$ cat src/hdl/tcb_pkg.sv
// tcb_pkg: shared types and constants of the transparent clipped blit
// used by every module of the block, depends on nothing

package tcb_pkg;

   // fixed field widths
   localparam int ADDR_W      = 16;
   localparam int COLOUR_W    = 8;
   localparam int OFFSET_W    = 11;
   localparam int SIZE_W      = 10;
   localparam int CLIP_W      = 8;
   localparam int POS_W       = 12;
   localparam int CSR_INDEX_W = 3;
   localparam int CSR_DATA_W  = 11;

   // reset value of the exclusive bottom clip row
   localparam logic [CLIP_W-1:0] CLIP_BOTTOM_RESET = 8'd200;

   // register indexes of the configuration port
   typedef enum logic [CSR_INDEX_W-1:0] {
      REG_DEST_X        = 3'd0,
      REG_DEST_Y        = 3'd1,
      REG_SOURCE_WIDTH  = 3'd2,
      REG_SOURCE_HEIGHT = 3'd3,
      REG_KEY_COLOUR    = 3'd4,
      REG_CLIP_TOP      = 3'd5,
      REG_CLIP_BOTTOM   = 3'd6
   } csr_index_type;

   // configuration registers as seen by the front end
   typedef struct packed {
      logic [OFFSET_W-1:0] dest_x;
      logic [OFFSET_W-1:0] dest_y;
      logic [SIZE_W-1:0]   source_width;
      logic [SIZE_W-1:0]   source_height;
      logic [COLOUR_W-1:0] key_colour;
      logic [CLIP_W-1:0]   clip_top;
      logic [CLIP_W-1:0]   clip_bottom;
   } cfg_type;

   // queue status between the queue and its two sides
   typedef struct packed {
      logic full;
      logic empty;
   } queue_status_type;

endpackage

$ cat src/hdl/tcb_front.sv
// tcb_front: source position counters and clip/key classification
// depends on tcb_pkg; feeds surviving words into tcb_queue

module tcb_front #(
   parameter int FRAME_WIDTH  = 320,
   parameter int FRAME_HEIGHT = 200,
   parameter int COL_W        = 9,
   parameter int ROW_W        = 8
) (
   input  logic                         clock,
   input  logic                         reset,
   input  tcb_pkg::cfg_type             cfg,
   input  logic                         req_push,
   output logic                         req_full,
   input  logic [tcb_pkg::COLOUR_W-1:0] req_source_pixel,
   input  tcb_pkg::queue_status_type    q_status,
   output logic                         q_push,
   output logic [tcb_pkg::COLOUR_W+ROW_W+COL_W-1:0] q_data
);

   localparam int P_W = tcb_pkg::POS_W;
   localparam int S_W = tcb_pkg::SIZE_W;
   localparam logic signed [P_W-1:0] COL_LIMIT = P_W'(FRAME_WIDTH - 1);
   localparam logic signed [P_W-1:0] ROW_LIMIT = P_W'(FRAME_HEIGHT - 1);

   logic [S_W-1:0]          column_count_ff, column_count_in;
   logic [S_W-1:0]          row_count_ff, row_count_in;
   logic signed [P_W-1:0]   col_pos;
   logic signed [P_W-1:0]   row_pos;
   logic signed [P_W-1:0]   clip_top_pos;
   logic signed [P_W-1:0]   clip_bottom_pos;
   logic                    in_source;
   logic                    on_screen;
   logic                    in_clip;
   logic                    accept;
   logic [S_W:0]            col_inc;
   logic [S_W:0]            row_inc;

   // destination position of the current pixel
   assign col_pos = $signed({cfg.dest_x[tcb_pkg::OFFSET_W-1], cfg.dest_x})
                  + $signed({2'b00, column_count_ff});
   assign row_pos = $signed({cfg.dest_y[tcb_pkg::OFFSET_W-1], cfg.dest_y})
                  + $signed({2'b00, row_count_ff});
   assign clip_top_pos    = $signed({4'b0000, cfg.clip_top});
   assign clip_bottom_pos = $signed({4'b0000, cfg.clip_bottom});

   // classification
   assign in_source = (column_count_ff < cfg.source_width) &&
                      (row_count_ff < cfg.source_height);
   assign on_screen = (col_pos >= 0) && (col_pos < COL_LIMIT) &&
                      (row_pos >= 0) && (row_pos < ROW_LIMIT);
   assign in_clip   = (row_pos >= clip_top_pos) && (row_pos < clip_bottom_pos);

   assign req_full = q_status.full;
   assign accept   = req_push && !q_status.full;
   assign q_push   = accept && in_source && on_screen && in_clip &&
                     (req_source_pixel != cfg.key_colour);
   assign q_data   = {req_source_pixel, row_pos[ROW_W-1:0], col_pos[COL_W-1:0]};

   // raster counter advance
   always_comb begin
      col_inc         = {1'b0, column_count_ff} + 1'b1;
      row_inc         = {1'b0, row_count_ff} + 1'b1;
      column_count_in = column_count_ff;
      row_count_in    = row_count_ff;
      if (accept) begin
         if (col_inc >= {1'b0, cfg.source_width}) begin
            column_count_in = '0;
            if (row_inc >= {1'b0, cfg.source_height}) begin
               row_count_in = '0;
            end else begin
               row_count_in = row_inc[S_W-1:0];
            end
         end else begin
            column_count_in = col_inc[S_W-1:0];
         end
      end
   end

   always_ff @(posedge clock) begin
      if (reset) begin
         column_count_ff <= '0;
         row_count_ff    <= '0;
      end else begin
         column_count_ff <= column_count_in;
         row_count_ff    <= row_count_in;
      end
   end

endmodule

$ cat src/hdl/tcb_queue.sv
// tcb_queue: short register queue between front and back end
// depends on tcb_pkg for the status struct

module tcb_queue #(
   parameter int WIDTH = 25,
   parameter int DEPTH = 4
) (
   input  logic                      clock,
   input  logic                      reset,
   input  logic                      push,
   input  logic [WIDTH-1:0]          push_data,
   input  logic                      pop,
   output logic [WIDTH-1:0]          pop_data,
   output tcb_pkg::queue_status_type status
);

   localparam int PTR_W = (DEPTH > 1) ? $clog2(DEPTH) : 1;
   localparam int CNT_W = $clog2(DEPTH + 1);

   logic [WIDTH-1:0] slot_ff [DEPTH];
   logic [PTR_W-1:0] wr_ptr_ff, wr_ptr_in;
   logic [PTR_W-1:0] rd_ptr_ff, rd_ptr_in;
   logic [CNT_W-1:0] count_ff, count_in;
   logic             do_push;
   logic             do_pop;

   assign status.full  = (count_ff == CNT_W'(DEPTH));
   assign status.empty = (count_ff == '0);
   assign do_push      = push && !status.full;
   assign do_pop       = pop && !status.empty;
   assign pop_data     = slot_ff[rd_ptr_ff];

   // pointer and fill count
   always_comb begin
      wr_ptr_in = wr_ptr_ff;
      rd_ptr_in = rd_ptr_ff;
      count_in  = count_ff;
      if (do_push) begin
         wr_ptr_in = (wr_ptr_ff == PTR_W'(DEPTH - 1)) ? '0 : wr_ptr_ff + 1'b1;
      end
      if (do_pop) begin
         rd_ptr_in = (rd_ptr_ff == PTR_W'(DEPTH - 1)) ? '0 : rd_ptr_ff + 1'b1;
      end
      if (do_push && !do_pop) begin
         count_in = count_ff + 1'b1;
      end else if (do_pop && !do_push) begin
         count_in = count_ff - 1'b1;
      end
   end

   always_ff @(posedge clock) begin
      if (reset) begin
         wr_ptr_ff <= '0;
         rd_ptr_ff <= '0;
         count_ff  <= '0;
      end else begin
         wr_ptr_ff <= wr_ptr_in;
         rd_ptr_ff <= rd_ptr_in;
         count_ff  <= count_in;
      end
   end

   // storage, no reset needed
   always_ff @(posedge clock) begin
      if (do_push) begin
         slot_ff[wr_ptr_ff] <= push_data;
      end
   end

endmodule

$ cat src/hdl/tcb_back.sv
// tcb_back: address multiply and the result output register
// depends on tcb_pkg; drains words from tcb_queue

module tcb_back #(
   parameter int FRAME_WIDTH = 320,
   parameter int COL_W       = 9,
   parameter int ROW_W       = 8
) (
   input  logic                         clock,
   input  logic                         reset,
   input  tcb_pkg::queue_status_type    q_status,
   input  logic [tcb_pkg::COLOUR_W+ROW_W+COL_W-1:0] q_data,
   output logic                         q_pop,
   output logic                         rsp_empty,
   input  logic                         rsp_pop,
   output logic [tcb_pkg::ADDR_W-1:0]   rsp_write_address,
   output logic [tcb_pkg::COLOUR_W-1:0] rsp_write_colour
);

   localparam int A_W    = tcb_pkg::ADDR_W;
   localparam int NAT_W  = ROW_W + COL_W + 1;
   localparam int PROD_W = (NAT_W > A_W) ? NAT_W : A_W;

   logic                         out_valid_ff, out_valid_in;
   logic [A_W-1:0]               address_ff, address_in;
   logic [tcb_pkg::COLOUR_W-1:0] colour_ff, colour_in;
   logic [COL_W-1:0]             col;
   logic [ROW_W-1:0]             row;
   logic [PROD_W-1:0]            prod;
   logic                         load;

   // unpack the queued word
   assign col = q_data[COL_W-1:0];
   assign row = q_data[ROW_W+COL_W-1:COL_W];

   // refill the output register when it is free or being taken
   assign load  = !q_status.empty && (!out_valid_ff || rsp_pop);
   assign q_pop = load;
   assign prod  = PROD_W'(row) * PROD_W'(FRAME_WIDTH) + PROD_W'(col);

   always_comb begin
      out_valid_in = out_valid_ff;
      address_in   = address_ff;
      colour_in    = colour_ff;
      if (load) begin
         out_valid_in = 1'b1;
         address_in   = prod[A_W-1:0];
         colour_in    = q_data[tcb_pkg::COLOUR_W+ROW_W+COL_W-1:ROW_W+COL_W];
      end else if (rsp_pop) begin
         out_valid_in = 1'b0;
      end
   end

   always_ff @(posedge clock) begin
      if (reset) begin
         out_valid_ff <= 1'b0;
      end else begin
         out_valid_ff <= out_valid_in;
      end
   end

   always_ff @(posedge clock) begin
      address_ff <= address_in;
      colour_ff  <= colour_in;
   end

   assign rsp_empty         = !out_valid_ff;
   assign rsp_write_address = address_ff;
   assign rsp_write_colour  = colour_ff;

endmodule

$ cat src/hdl/transparent_clipped_blit.sv
// transparent_clipped_blit: top level, configuration registers and assertions
// depends on tcb_pkg, tcb_front, tcb_queue and tcb_back
//
// Usage:
// - source pixels enter in raster order on the req_ queue port: a word is
//   taken at a clock edge with req_push high and req_full low
// - each pixel that lands on screen, inside the clip rows and differs from
//   the key colour gives one frame buffer write on the rsp_ port; the oldest
//   write waits there while rsp_empty is low and leaves on rsp_pop
// - the csr_ port writes the seven registers (index, data); csr_ready is
//   always high; write it only while no pixel is in flight
// - a kept pixel is written into the queue at the edge that takes it, then
//   goes through the address multiply into the output register once that
//   register is free or being taken
// - throughput: one pixel per cycle while req_full is low, set by the front
//   end's combinational classify and the one-word-per-cycle back-end drain
// - a stalled receiver holds the output word; up to four kept pixels then
//   collect in the middle queue before req_full rises
// - reset clears the counters, the queue and the output register and loads
//   register defaults (clip_bottom 200, all others 0)

module transparent_clipped_blit #(
   parameter int FRAME_WIDTH  = 320,
   parameter int FRAME_HEIGHT = 200
) (
   input  logic                            clock,
   input  logic                            reset,
   input  logic                            req_push,
   output logic                            req_full,
   input  logic [tcb_pkg::COLOUR_W-1:0]    req_source_pixel,
   output logic                            rsp_empty,
   input  logic                            rsp_pop,
   output logic [tcb_pkg::ADDR_W-1:0]      rsp_write_address,
   output logic [tcb_pkg::COLOUR_W-1:0]    rsp_write_colour,
   input  logic                            csr_valid,
   output logic                            csr_ready,
   input  logic [tcb_pkg::CSR_INDEX_W-1:0] csr_index,
   input  logic [tcb_pkg::CSR_DATA_W-1:0]  csr_data
);

   localparam int COL_W   = $clog2(FRAME_WIDTH);
   localparam int ROW_W   = $clog2(FRAME_HEIGHT);
   localparam int Q_W     = tcb_pkg::COLOUR_W + ROW_W + COL_W;
   localparam int Q_DEPTH = 4;

   // register defaults after reset
   localparam tcb_pkg::cfg_type CFG_RESET = '{
      dest_x:        '0,
      dest_y:        '0,
      source_width:  '0,
      source_height: '0,
      key_colour:    '0,
      clip_top:      '0,
      clip_bottom:   tcb_pkg::CLIP_BOTTOM_RESET
   };

   tcb_pkg::cfg_type          cfg_ff, cfg_in;
   tcb_pkg::queue_status_type q_status;
   logic                      q_push;
   logic                      q_pop;
   logic [Q_W-1:0]            q_push_data;
   logic [Q_W-1:0]            q_pop_data;

   assign csr_ready = 1'b1;

   // configuration register writes
   always_comb begin
      cfg_in = cfg_ff;
      if (csr_valid && csr_ready) begin
         case (tcb_pkg::csr_index_type'(csr_index))
            tcb_pkg::REG_DEST_X:        cfg_in.dest_x        = csr_data;
            tcb_pkg::REG_DEST_Y:        cfg_in.dest_y        = csr_data;
            tcb_pkg::REG_SOURCE_WIDTH:  cfg_in.source_width  = csr_data[9:0];
            tcb_pkg::REG_SOURCE_HEIGHT: cfg_in.source_height = csr_data[9:0];
            tcb_pkg::REG_KEY_COLOUR:    cfg_in.key_colour    = csr_data[7:0];
            tcb_pkg::REG_CLIP_TOP:      cfg_in.clip_top      = csr_data[7:0];
            tcb_pkg::REG_CLIP_BOTTOM:   cfg_in.clip_bottom   = csr_data[7:0];
            default: ;
         endcase
      end
   end

   always_ff @(posedge clock) begin
      if (reset) begin
         cfg_ff <= CFG_RESET;
      end else begin
         cfg_ff <= cfg_in;
      end
   end

   // front end: counters and classification
   tcb_front #(
      .FRAME_WIDTH  (FRAME_WIDTH),
      .FRAME_HEIGHT (FRAME_HEIGHT),
      .COL_W        (COL_W),
      .ROW_W        (ROW_W)
   ) u_front (
      .clock            (clock),
      .reset            (reset),
      .cfg              (cfg_ff),
      .req_push         (req_push),
      .req_full         (req_full),
      .req_source_pixel (req_source_pixel),
      .q_status         (q_status),
      .q_push           (q_push),
      .q_data           (q_push_data)
   );

   // decoupling queue
   tcb_queue #(
      .WIDTH (Q_W),
      .DEPTH (Q_DEPTH)
   ) u_queue (
      .clock     (clock),
      .reset     (reset),
      .push      (q_push),
      .push_data (q_push_data),
      .pop       (q_pop),
      .pop_data  (q_pop_data),
      .status    (q_status)
   );

   // back end: address and output register
   tcb_back #(
      .FRAME_WIDTH (FRAME_WIDTH),
      .COL_W       (COL_W),
      .ROW_W       (ROW_W)
   ) u_back (
      .clock             (clock),
      .reset             (reset),
      .q_status          (q_status),
      .q_data            (q_pop_data),
      .q_pop             (q_pop),
      .rsp_empty         (rsp_empty),
      .rsp_pop           (rsp_pop),
      .rsp_write_address (rsp_write_address),
      .rsp_write_colour  (rsp_write_colour)
   );

   // reset leaves no result and a free queue
   a_reset_clears: assert property (@(posedge clock)
      reset |=> (rsp_empty && !q_status.full))
      else $error("result or full queue right after reset");

   // a waiting result holds until taken
   a_result_holds: assert property (@(posedge clock) disable iff (reset)
      (!rsp_empty && !rsp_pop) |=>
         (!rsp_empty && $stable(rsp_write_address) && $stable(rsp_write_colour)))
      else $error("waiting result changed or vanished");

   // no result appears without a queued word
   a_no_invented: assert property (@(posedge clock) disable iff (reset)
      (q_status.empty && rsp_empty) |=> rsp_empty)
      else $error("result appeared from an empty queue");

endmodule

$ cat config.mk
export PLATFORM = sky130hd
export DESIGN_NAME = transparent_clipped_blit
export DESIGN_NICKNAME = d
export VERILOG_FILES = /design/src/hdl/tcb_pkg.sv /design/src/hdl/tcb_front.sv /design/src/hdl/tcb_queue.sv /design/src/hdl/tcb_back.sv /design/src/hdl/transparent_clipped_blit.sv
export SDC_FILE = /design/constraint.sdc
export NUM_CORES = 1
export LEC_CHECK = 0
export BUFFER_PORTS_ARGS = -buffer_cell sky130_fd_sc_hd__buf_4
export CAP_MARGIN = 20
export CORE_MARGIN = 2
export CORE_UTILIZATION = 56
export DETAILED_ROUTE_END_ITERATION = 8
export PLACE_DENSITY = 0.87
export SYNTH_ARGS = -nofsm -noshare
export SYNTH_HDL_FRONTEND = slang
export SYNTH_SLANG_ARGS = --single-unit
$ cat constraint.sdc
create_clock -name clock -period 5.3 [get_ports clock]
set_clock_uncertainty 0.2 [all_clocks]
set_input_delay 1.06 -clock clock [delete_from_list [all_inputs] [get_ports clock]]
set_output_delay 1.06 -clock clock [all_outputs]
set_load 0.01 [all_outputs]
==> flow_summary.ini, run 1 <==
[status]
status = finished clean

[grt]
grt_pass1_wl_mm = 40.6
grt_max_degree = 60
antenna_found_initial = 0
grt_pass1_vias = 7926
grt_use_total_pct = 23.7
grt_overflow = 0

[synthesis]
synthMuxAreaShare_pct = 5.29
syn_inst = 1030
post-synth-top-count-cell = nand2_1
synth_top_family_by_area = simple AND/OR/NAND/NOR gates
synth_flop_cell = edfxtp_1
yosys_register_bits = 220
synth_xor_area_share_pct = 3.83
synthSimpleGateAreaFrac_pct = 14.4
synth_edf_count = 124
avgSynthCellArea_sq_um = 10.9
synthTopCellsByArea = edfxtp_1, dfxtp_1, ha_1, nand2_1, mux4_2
synthAdderAreaFrac_pct = 11.8
synth-compound-area-share_pct = 11.0
ys_top_cells_by_count = nand2_1, edfxtp_1, a21oi_1
synthesis.area_sq_mm = 0.0112
ys_types = 61
netlist.area_leader.share_pct = 33.2
synth_top_cell_by_area = edfxtp_1
yosysWarnings = 0
seq_area_frac_synth_pct = 50.4
synth-async-reset-ratio_pct = 0
synth_nets = 1160

[setup_path]
cp-start-kind = register
end_kind = register
cp.arrival_ns = 5.29
required_ns = 5.55
worstSetupStartpoint = u_front.row_count_ff[4]
critPathKind = register to register
r2r_start = u_front.row_count_ff[4]
cp_max_fo = 7

[power]
power.leakage_uw = 0.00482
swShare_pct = 29.2
power_switching_uw = 1480
pwr-share-seq_pct = 41.4
clockPowerShare_pct = 31.2
p_int_uw = 3610
irDropWorstVdd_uv = 239
power_density_mw_per_mm2 = 400
p_comb_share_pct = 27.4

[job]
cap_violations = 0

[timing]
relSlewSlack_pct = 32.5
min_period_over_period_pct = 95.0
holdWs_ns = 0.252
finalMaxSlewViolations = 0
setup_viol = 0
worstMarginPinSlew_ns = 1.00
fin_setup_tns_ns = 0
fmax_mhz = 199
hold_viol_final = 0
min_period_ns = 5.04

[cts]
clk_path_buf_depth = 3
worstSkewPairLatency_ns = 0.53
cts_tree = built
root_buffer = clkbuf_16
htreeDepth = 1
cts_sinks = 220
postCtsHoldBufs = 0
numCtsBuffers = 23
path_clk_slew_ns = 0.06

[drt]
viasPerCell = 5.90
drt_iter0_drc = 721
drc = 0
vias = 8080
ant_nets = 0
wl_per_cell_um = 18.4
dr.pass1.iters = 5
wl_mm = 25.2

[floorplanning]
io_pins = 54
start_util_pct = 57.4
core_sq_mm = 0.0195
die_area_sq_mm = 0.0212
fp.dieH_um = 145
rows = 51
die_w_um = 145

[finish]
utilization_pct = 65.1
fill_cells = 1449
diodes = 0
drive_above_1_share_pct = 13.6
nets = 1221
finish.instance_area_sq_mm = 0.0127
syn2layout_area_growth_pct = 13.5
fin_cells = 1370

[place]
gp_congestion = 0.941
dp.cells = 1328
placed_area_sq_mm = 0.0119
hpwl_mm = 17.1
port_buffers = 52

[worst_hold_path]
min_path_type = register to register
worstHoldStart = cfg_ff[41]
[power by group through the flow]
stage          sequential (uW)  combinational, uW  clock (uW)
2_1_floorplan             2180                916           0
3_3_place_gp              2140               1300           0
3_5_place_dp              2150               1370           0
4_1_cts                   2110               1400        1610
5_1_grt                   2130               1530        1670
6_report                  2110               1390        1590
[sequential cells by signal, indices dropped and copies added, names as in the netlist, named ones only]
register and cells:
cfg_ff 66, u_queue.rd_ptr_ff 2, u_front.row_count_ff 10, u_queue.wr_ptr_ff 2, u_front.column_count_ff 10, u_back.out_valid_ff 1
u_back.rsp_write_address 16, u_queue.count_ff 3, u_back.rsp_write_colour 8, u_queue.slot_ff 100
[final cells by class]
| class | instances | area [sq um] | area share, % |
|---|---|---|---|
| multi-input cells | 715 | 5250 | 41.3 |
| flip-flops and latches | 220 | 5650 | 44.4 |
| repair buffers | 68 | 510 | 4.01 |
| well taps | 265 | 332 | 2.61 |
| clock inverters | 5 | 65.1 | 0.511 |
| clock buffers | 34 | 677 | 5.32 |
| inverters | 63 | 236 | 1.86 |
[per-stage QoR]
step	setup WS [ns]	power (uW)
3_3_place_gp	0.282	3440
3_5_place_dp	0.0793	3510
6_report	0.263	5090
2_1_floorplan	0.204	3090
4_1_cts	0.0172	5120
5_1_grt	-0.0384	5330
[worst paths after layout]
check             slack, ns                  end  cells past startpoint
hold reg to reg        0.25           cfg_ff[41]                      2
hold / removal         0.25           cfg_ff[41]                      2
setup reg to reg       0.26  u_queue.count_ff[2]                     20
setup / recovery       0.26  u_queue.count_ff[2]                     20
[layout by cell type (no fill, tap or decap), types with 6 or more instances in the layout]
| cell type | synthesis | final |
|---|---|---|
| inv_1 | 63 | 63 |
| nor3b_1 | 9 | 9 |
| nand3_1 | 24 | 24 |
| o211ai_1 | 6 | 6 |
| nor2b_1 | 10 | 10 |
| mux4_2 | 25 | 25 |
| xor2_1 | 18 | 18 |
| o21ai_0 | 25 | 22 |
| nand3b_1 | 13 | 13 |
| clkbuf_8 | 0 | 6 |
| nand2b_1 | 15 | 15 |
| clkbuf_16 | 0 | 23 |
| a21o_1 | 13 | 13 |
| edfxtp_1 | 124 | 124 |
| and3_1 | 13 | 13 |
| a21oi_1 | 100 | 97 |
| nor2_1 | 29 | 28 |
| xnor2_1 | 31 | 30 |
| nor3_1 | 16 | 16 |
| o21a_1 | 8 | 8 |
| or3_1 | 7 | 7 |
| nand2_1 | 169 | 169 |
| ha_1 | 98 | 96 |
| dfxtp_1 | 96 | 92 |
| nand4_1 | 7 | 7 |
| a211oi_1 | 7 | 6 |
| buf_4 | 1 | 67 |
| o221ai_1 | 7 | 7 |
[worst max-delay path: stages (launching register included)]
cell	delay, ns
dfxtp_1	0.46
ha_1	0.33
nor3_1	0.20
nor2_1	0.11
a21oi_2	0.17
xnor2_1	0.17
ha_1	0.29
nand2_1	0.08
o211ai_1	0.07
or4_1	0.54
nor4_2	0.30
o2111ai_2	0.16
nor4_2	0.37
nand2_1	0.13
inv_1	0.08
ha_1	0.18
inv_1	0.07
fa_1	0.38
xor2_1	0.19
or3_1	0.33
a21oi_1	0.15
[per-layer routing]
layer | vias to the layer above | routed length [um] | GRT usage (%)
li1 | 3852 | - | -
met1 | 3875 | 10500 | 30.7
met2 | 296 | 12700 | 41.7
met3 | 57 | 1510 | 3.64
met4 | 0 | 593 | 6.13
met5 | - | 0 | 0
[what timing repair did]
action | CTS | global route
setup buffers | 0 | 2
resized for setup | 0 | 19
endpoints found under the setup margin | 0 | 2
[cells by family (layout without fill, tap and decap cells)]
logic type / after synthesis / count (layout)
AND/OR/NAND/NOR: 334 / 334
flip-flops: 220 / 220
AO/OA/AOI/OAI: 200 / 200
adder cells (fa/ha/maj): 103 / 103
buffers and inverters: 95 / 170
XOR/XNOR: 49 / 49
multiplexers: 28 / 28
other: 1 / 1
Note: power is estimated with default switching activity, not from simulation.
==> inputs of run 2 (changes only) <==
--- a/config.mk
+++ b/config.mk
@@ -7,10 +7,10 @@
 export LEC_CHECK = 0
 export BUFFER_PORTS_ARGS = -buffer_cell sky130_fd_sc_hd__buf_4
 export CAP_MARGIN = 20
-export CORE_MARGIN = 2
-export CORE_UTILIZATION = 56
+export CORE_MARGIN = 4
+export CORE_UTILIZATION = 60
 export DETAILED_ROUTE_END_ITERATION = 8
-export PLACE_DENSITY = 0.87
+export PLACE_DENSITY = 0.88
 export SYNTH_ARGS = -nofsm -noshare
 export SYNTH_HDL_FRONTEND = slang
 export SYNTH_SLANG_ARGS = --single-unit
==> constraint.sdc (replaced) <==
create_clock -name clock -period 5.1 [get_ports clock]
set_clock_uncertainty 0.2 [all_clocks]
set_input_delay 1.02 -clock clock [delete_from_list [all_inputs] [get_ports clock]]
set_output_delay 1.02 -clock clock [all_outputs]
set_load 0.01 [all_outputs]
==> flow_summary.ini, run 2 (synthesis results as in run 1) <==
[finish]
drive_above_1_share_pct = 14.4
finish.instance_area_sq_mm = 0.0127
top_register = u_queue.slot_ff
diodes = 0
final_common_cell = nand2_1
syn2layout_area_growth_pct = 13.6
final_cell_mix = nand2_1, edfxtp_1, a21oi_1
nets = 1227
largest_reg_flops = 100
fin_cells = 1341

[grt]
grt_use_total_pct = 23.9
antenna_found_initial = 0
grt_pass1_vias = 7941
grt_overflow = 0
grt_max_degree = 79
grt_pass1_wl_mm = 39.7

[power]
p_total_uw = 5210
irDropWorstVdd_uv = 263
power.leakage_uw = 0.00485
power_density_mw_per_mm2 = 410

[cts]
worstSkewPairLatency_ns = 0.51
postCtsHoldBufs = 0
cts_tree = built
cts_sinks = 220
numCtsBuffers = 22
root_buffer = clkbuf_16
path_clk_slew_ns = 0.07
clk_path_buf_depth = 3
htreeDepth = 1

[drt]
drt_iter0_drc = 663
viasPerCell = 6.01
wl_per_cell_um = 18.4
vias = 8065
dr.pass1.iters = 5
wl_mm = 24.7
ant_nets = 0
drc = 0

[setup_path]
r2r_start = cfg_ff[44]
cp_max_fo = 3
end_kind = register
worstSetupStartpoint = cfg_ff[44]
cp.arrival_ns = 5.21
critPathKind = register to register
required_ns = 5.35
cp-start-kind = register

[timing]
fin_setup_tns_ns = 0
relSlewSlack_pct = 44.0
fmax_mhz = 201
setup_viol = 0
min_period_ns = 4.97
hold_viol_final = 0
fin_ws_ns = 0.135
finalMaxSlewViolations = 0
worstMarginPinSlew_ns = 0.829
min_period_over_period_pct = 97.4

[job]
cap_violations = 0

[floorplanning]
start_util_pct = 61.8
io_pins = 54
fp.dieH_um = 145
rows = 49
die_area_sq_mm = 0.0209
die_w_um = 145
core_sq_mm = 0.0181

[place]
place_ws_ns = -0.00160
dp.cells = 1297
placed_area_sq_mm = 0.0119
gp_congestion = 0.910
port_buffers = 52
hpwl_mm = 17.2

[status]
status = finished clean

[worst_hold_path]
worstHoldStart = cfg_ff[28]
min_path_type = register to register
## run 2: timing repair
item | 4_1_cts | 5_1_grt
gates resized for setup | 2 | 21
setup buffers | 0 | 4
endpoints found under the setup margin | 1 | 1
pin swaps | 0 | 9
hold endpoints to repair | 0 | 0
## run 2: where the power goes
part	internal (uW)	switching (uW)
Combinational	665	767
Sequential	2120	92.1
Clock	907	667
Total	3690	1530
## run 2: cell type report
class                      instances  area (sq um)
fill                            1255          5420
clock inverter                     6          47.5
clock buffer                      33           664
multi-input combinational        715          5290
sequential                       220          5650
inverter                          63           236
timing repair buffer              75           561
tap                              229           287
## run 2: worst paths after layout
check	slack (ns)	depth (start not counted)	endpoint
worst max register to register	0.13	22	u_queue.count_ff[2]
worst min-delay path	0.25	2	cfg_ff[28]
worst min register to register	0.25	2	cfg_ff[28]
worst max-delay path	0.13	22	u_queue.count_ff[2]
## run 2: through the flow
step | util, % | hold slack, ns
floorplan | - | 0.236
global placement | 65.5 | 0.242
detailed placement | 65.5 | 0.247
CTS | 69.5 | 0.255
global route | 70.2 | 0.270
finish | 70.2 | 0.252
## run 2: routing by layer
metal  track usage [%]  vias to the layer above  part of all wire, %
met1              31.1                     3906                   42
met2              41.7                      225                   50
met3              3.65                       56                  5.0
met5                 0                        -                    0
met4              6.87                        0                  2.7
li1                  -                     3878                    -
## run 2: worst max-delay path: stages, from the launching register on
cell       delay (ns)
dfxtp_2          0.35
ha_4             0.15
inv_1            0.05
fa_2             0.36
nor2b_2          0.14
o211ai_1         0.15
a21oi_2          0.23
a211oi_2         0.07
ha_1             0.19
nand2_1          0.06
o211ai_1         0.08
or4_1            0.53
nor4_2           0.27
o2111ai_2        0.17
nor4_2           0.43
nand2_1          0.15
inv_1            0.08
ha_2             0.18
inv_1            0.05
fa_1             0.37
xor2_1           0.17
or3_1            0.31
a21oi_1          0.14
==> inputs of run 3 (changes only) <==
--- a/config.mk
+++ b/config.mk
@@ -5,6 +5,7 @@
 export SDC_FILE = /design/constraint.sdc
 export NUM_CORES = 1
 export LEC_CHECK = 0
+export ABC_AREA = 1
 export BUFFER_PORTS_ARGS = -buffer_cell sky130_fd_sc_hd__buf_4
 export CAP_MARGIN = 20
 export CORE_MARGIN = 4
==> flow_summary.ini, run 3 <==
[cts]
worstSkewPairLatency_ns = 0.52
postCtsHoldBufs = 0
cts_sinks = 220
clk_path_buf_depth = 3
path_clk_slew_ns = 0.06
postCtsResizedCells = 0
htreeDepth = 1
numCtsBuffers = 23
cts_tree = built
post-cts-setup-buffer-count = 0
root_buffer = clkbuf_16

[synthesis]
synth_top_family_by_area = simple AND/OR/NAND/NOR gates
yosysWarnings = 0
avgSynthCellArea_sq_um = 8.78
synth_edf_count = 124
synthAdderAreaFrac_pct = 11.5
synthMuxAreaShare_pct = 0
synthesis.area_sq_mm = 0.0115
netlist.area_leader.share_pct = 32.4
synthSimpleGateAreaFrac_pct = 18.1
synth_flop_cell = edfxtp_1
ys_top_cells_by_count = nand2_1, nor2_1, inv_1
post-synth-top-count-cell = nand2_1
synth-async-reset-ratio_pct = 0
synthTopCellsByArea = edfxtp_1, dfxtp_1, ha_1, nand2_1, nor2_1
seq_area_frac_synth_pct = 49.1
synth_xor_area_share_pct = 2.90
yosys_register_bits = 220
synth_nets = 1439
ys_types = 41
synth-compound-area-share_pct = 11.7
synth_top_cell_by_area = edfxtp_1
syn_inst = 1309

[power]
power_density_mw_per_mm2 = 474
power.leakage_uw = 0.00567
irDropWorstVdd_uv = 279

[drt]
dr.pass1.iters = 6
drc = 0
ant_nets = 0
vias = 9214
wl_per_cell_um = 16.1
drt_iter0_drc = 578
wl_mm = 25.9
viasPerCell = 5.72

[finish]
multi_input_area_sq_mm = 0.00510
final_cell_mix = nand2_1, nor2_1, inv_1
syn2layout_area_growth_pct = 12.1
largest_reg_flops = 100
top_register = u_queue.slot_ff
diodes = 0
final_common_cell = nand2_1
regArea_sq_mm = 0.00565
fill_cells = 1378
drive_above_1_share_pct = 9.07
finish.instance_area_sq_mm = 0.0129
nets = 1492

[setup_path]
cp.arrival_ns = 4.77
end_kind = register
critPathKind = register to register
r2r_start = u_front.row_count_ff[0]
cp_max_fo = 8
r2r-end = u_queue.count_ff[2]
required_ns = 5.35
reg2reg_depth = 27
cp-start-kind = register
r2r_slack_ns = 0.59

[grt]
antenna_found_initial = 0
grt_pass1_wl_mm = 42.0
grt_max_degree = 70
grt_overflow = 0
grt_pass1_vias = 8911
grt_use_total_pct = 23.6

[timing]
setup_viol = 0
holdWs_ns = 0.263
relSlewSlack_pct = 44.2
rsz0062_at_grt = false
fin_setup_tns_ns = 0
worstMarginPinSlew_ns = 0.836
fin_ws_ns = 0.586
fmax_mhz = 222
hold_viol_final = 0
min_period_ns = 4.51
min_period_over_period_pct = 88.5
finalMaxSlewViolations = 0

[status]
status = finished clean

[worst_hold_path]
min_path_type = register to register
worstHoldStart = cfg_ff[10]
holdPathStages = 2
min_to = cfg_ff[10]

[place]
placed_area_sq_mm = 0.0121
place_ws_ns = 0.609
hpwl_mm = 17.7
gp_congestion = 0.885
port_buffers = 52

[floorplanning]
core_sq_mm = 0.0188
fp.dieH_um = 146
rows = 50
io_pins = 54
start_util_pct = 61.3
die_w_um = 146
die_area_sq_mm = 0.0214

[job]
cap_violations = 0
## run 3: area by class of cell
cell class                      count  share of cell area (%)
Multi-Input combinational cell    888                    39.6
Tap cell                          234                    2.27
Clock buffer                       35                    5.28
Clock inverter                      6                   0.563
Sequential cell                   220                    43.8
Timing Repair Buffer               62                    3.61
Inverter                          167                    4.87
## run 3: power breakdown
part / switching (uW) / internal (uW)
clock: 673 / 975
combinational: 1360 / 817
sequential: 78.9 / 2200
## run 3: worst max-delay path, cell delays in order (launching register included)
cell     delay (ns)
dfxtp_1        0.47
ha_1           0.24
inv_1          0.06
fa_1           0.40
inv_1          0.09
nand3_1        0.11
nand2_2        0.11
nand2_1        0.07
nand3_1        0.07
nand2_1        0.17
ha_1           0.33
nand2_1        0.06
o21a_1         0.19
nand2_1        0.06
nand3_1        0.07
nor2_2         0.13
nand3_1        0.09
nor2_1         0.12
nand3_2        0.17
inv_1          0.11
ha_1           0.15
inv_1          0.07
fa_1           0.39
nor2_1         0.14
nor2_1         0.06
nand2_1        0.07
o21ai_0        0.08
a21oi_1        0.15
## run 3: stage by stage
stage | util [%] | power (uW) | std cells
2_1_floorplan | - | 3820 | 1309
3_3_place_gp | 64.6 | 4310 | 1571
3_5_place_dp | 64.6 | 4430 | 1571
4_1_cts | 68.6 | 6120 | 1612
5_1_grt | 68.6 | 6460 | 1612
6_report | 68.6 | 6110 | 1612
## run 3: worst max-delay path by stage
stage                       startpoint               endpoint  slack [ns]  cells after the start
2_1_floorplan  u_front.row_count_ff[0]  u_queue.slot_ff[0][0]        0.81                     19
3_3_place_gp   u_front.row_count_ff[0]    u_queue.count_ff[2]        0.88                     27
3_5_place_dp   u_front.row_count_ff[0]    u_queue.count_ff[2]        0.61                     27
4_1_cts        u_front.row_count_ff[0]    u_queue.count_ff[2]        0.61                     27
6_report       u_front.row_count_ff[0]    u_queue.count_ff[2]        0.59                     27
5_1_grt        u_front.row_count_ff[0]    u_queue.count_ff[2]        0.22                     27
## run 3: layer usage
metal,vias up,share of wire (%),global-route usage [%]
met1,4310,41,29.8
met4,0,2.6,7.01
li1,4482,-,-
met3,75,7.2,3.91
met5,-,0,0
met2,347,49,41.8
## run 3: kinds of logic after synthesis
group                    count (synthesis)
AO/OA/AOI/OAI                          250
other                                    1
buffers and inverters                  201
XOR/XNOR                                38
AND/OR/NAND/NOR                        496
adder cells (fa/ha/maj)                103
flip-flops                             220
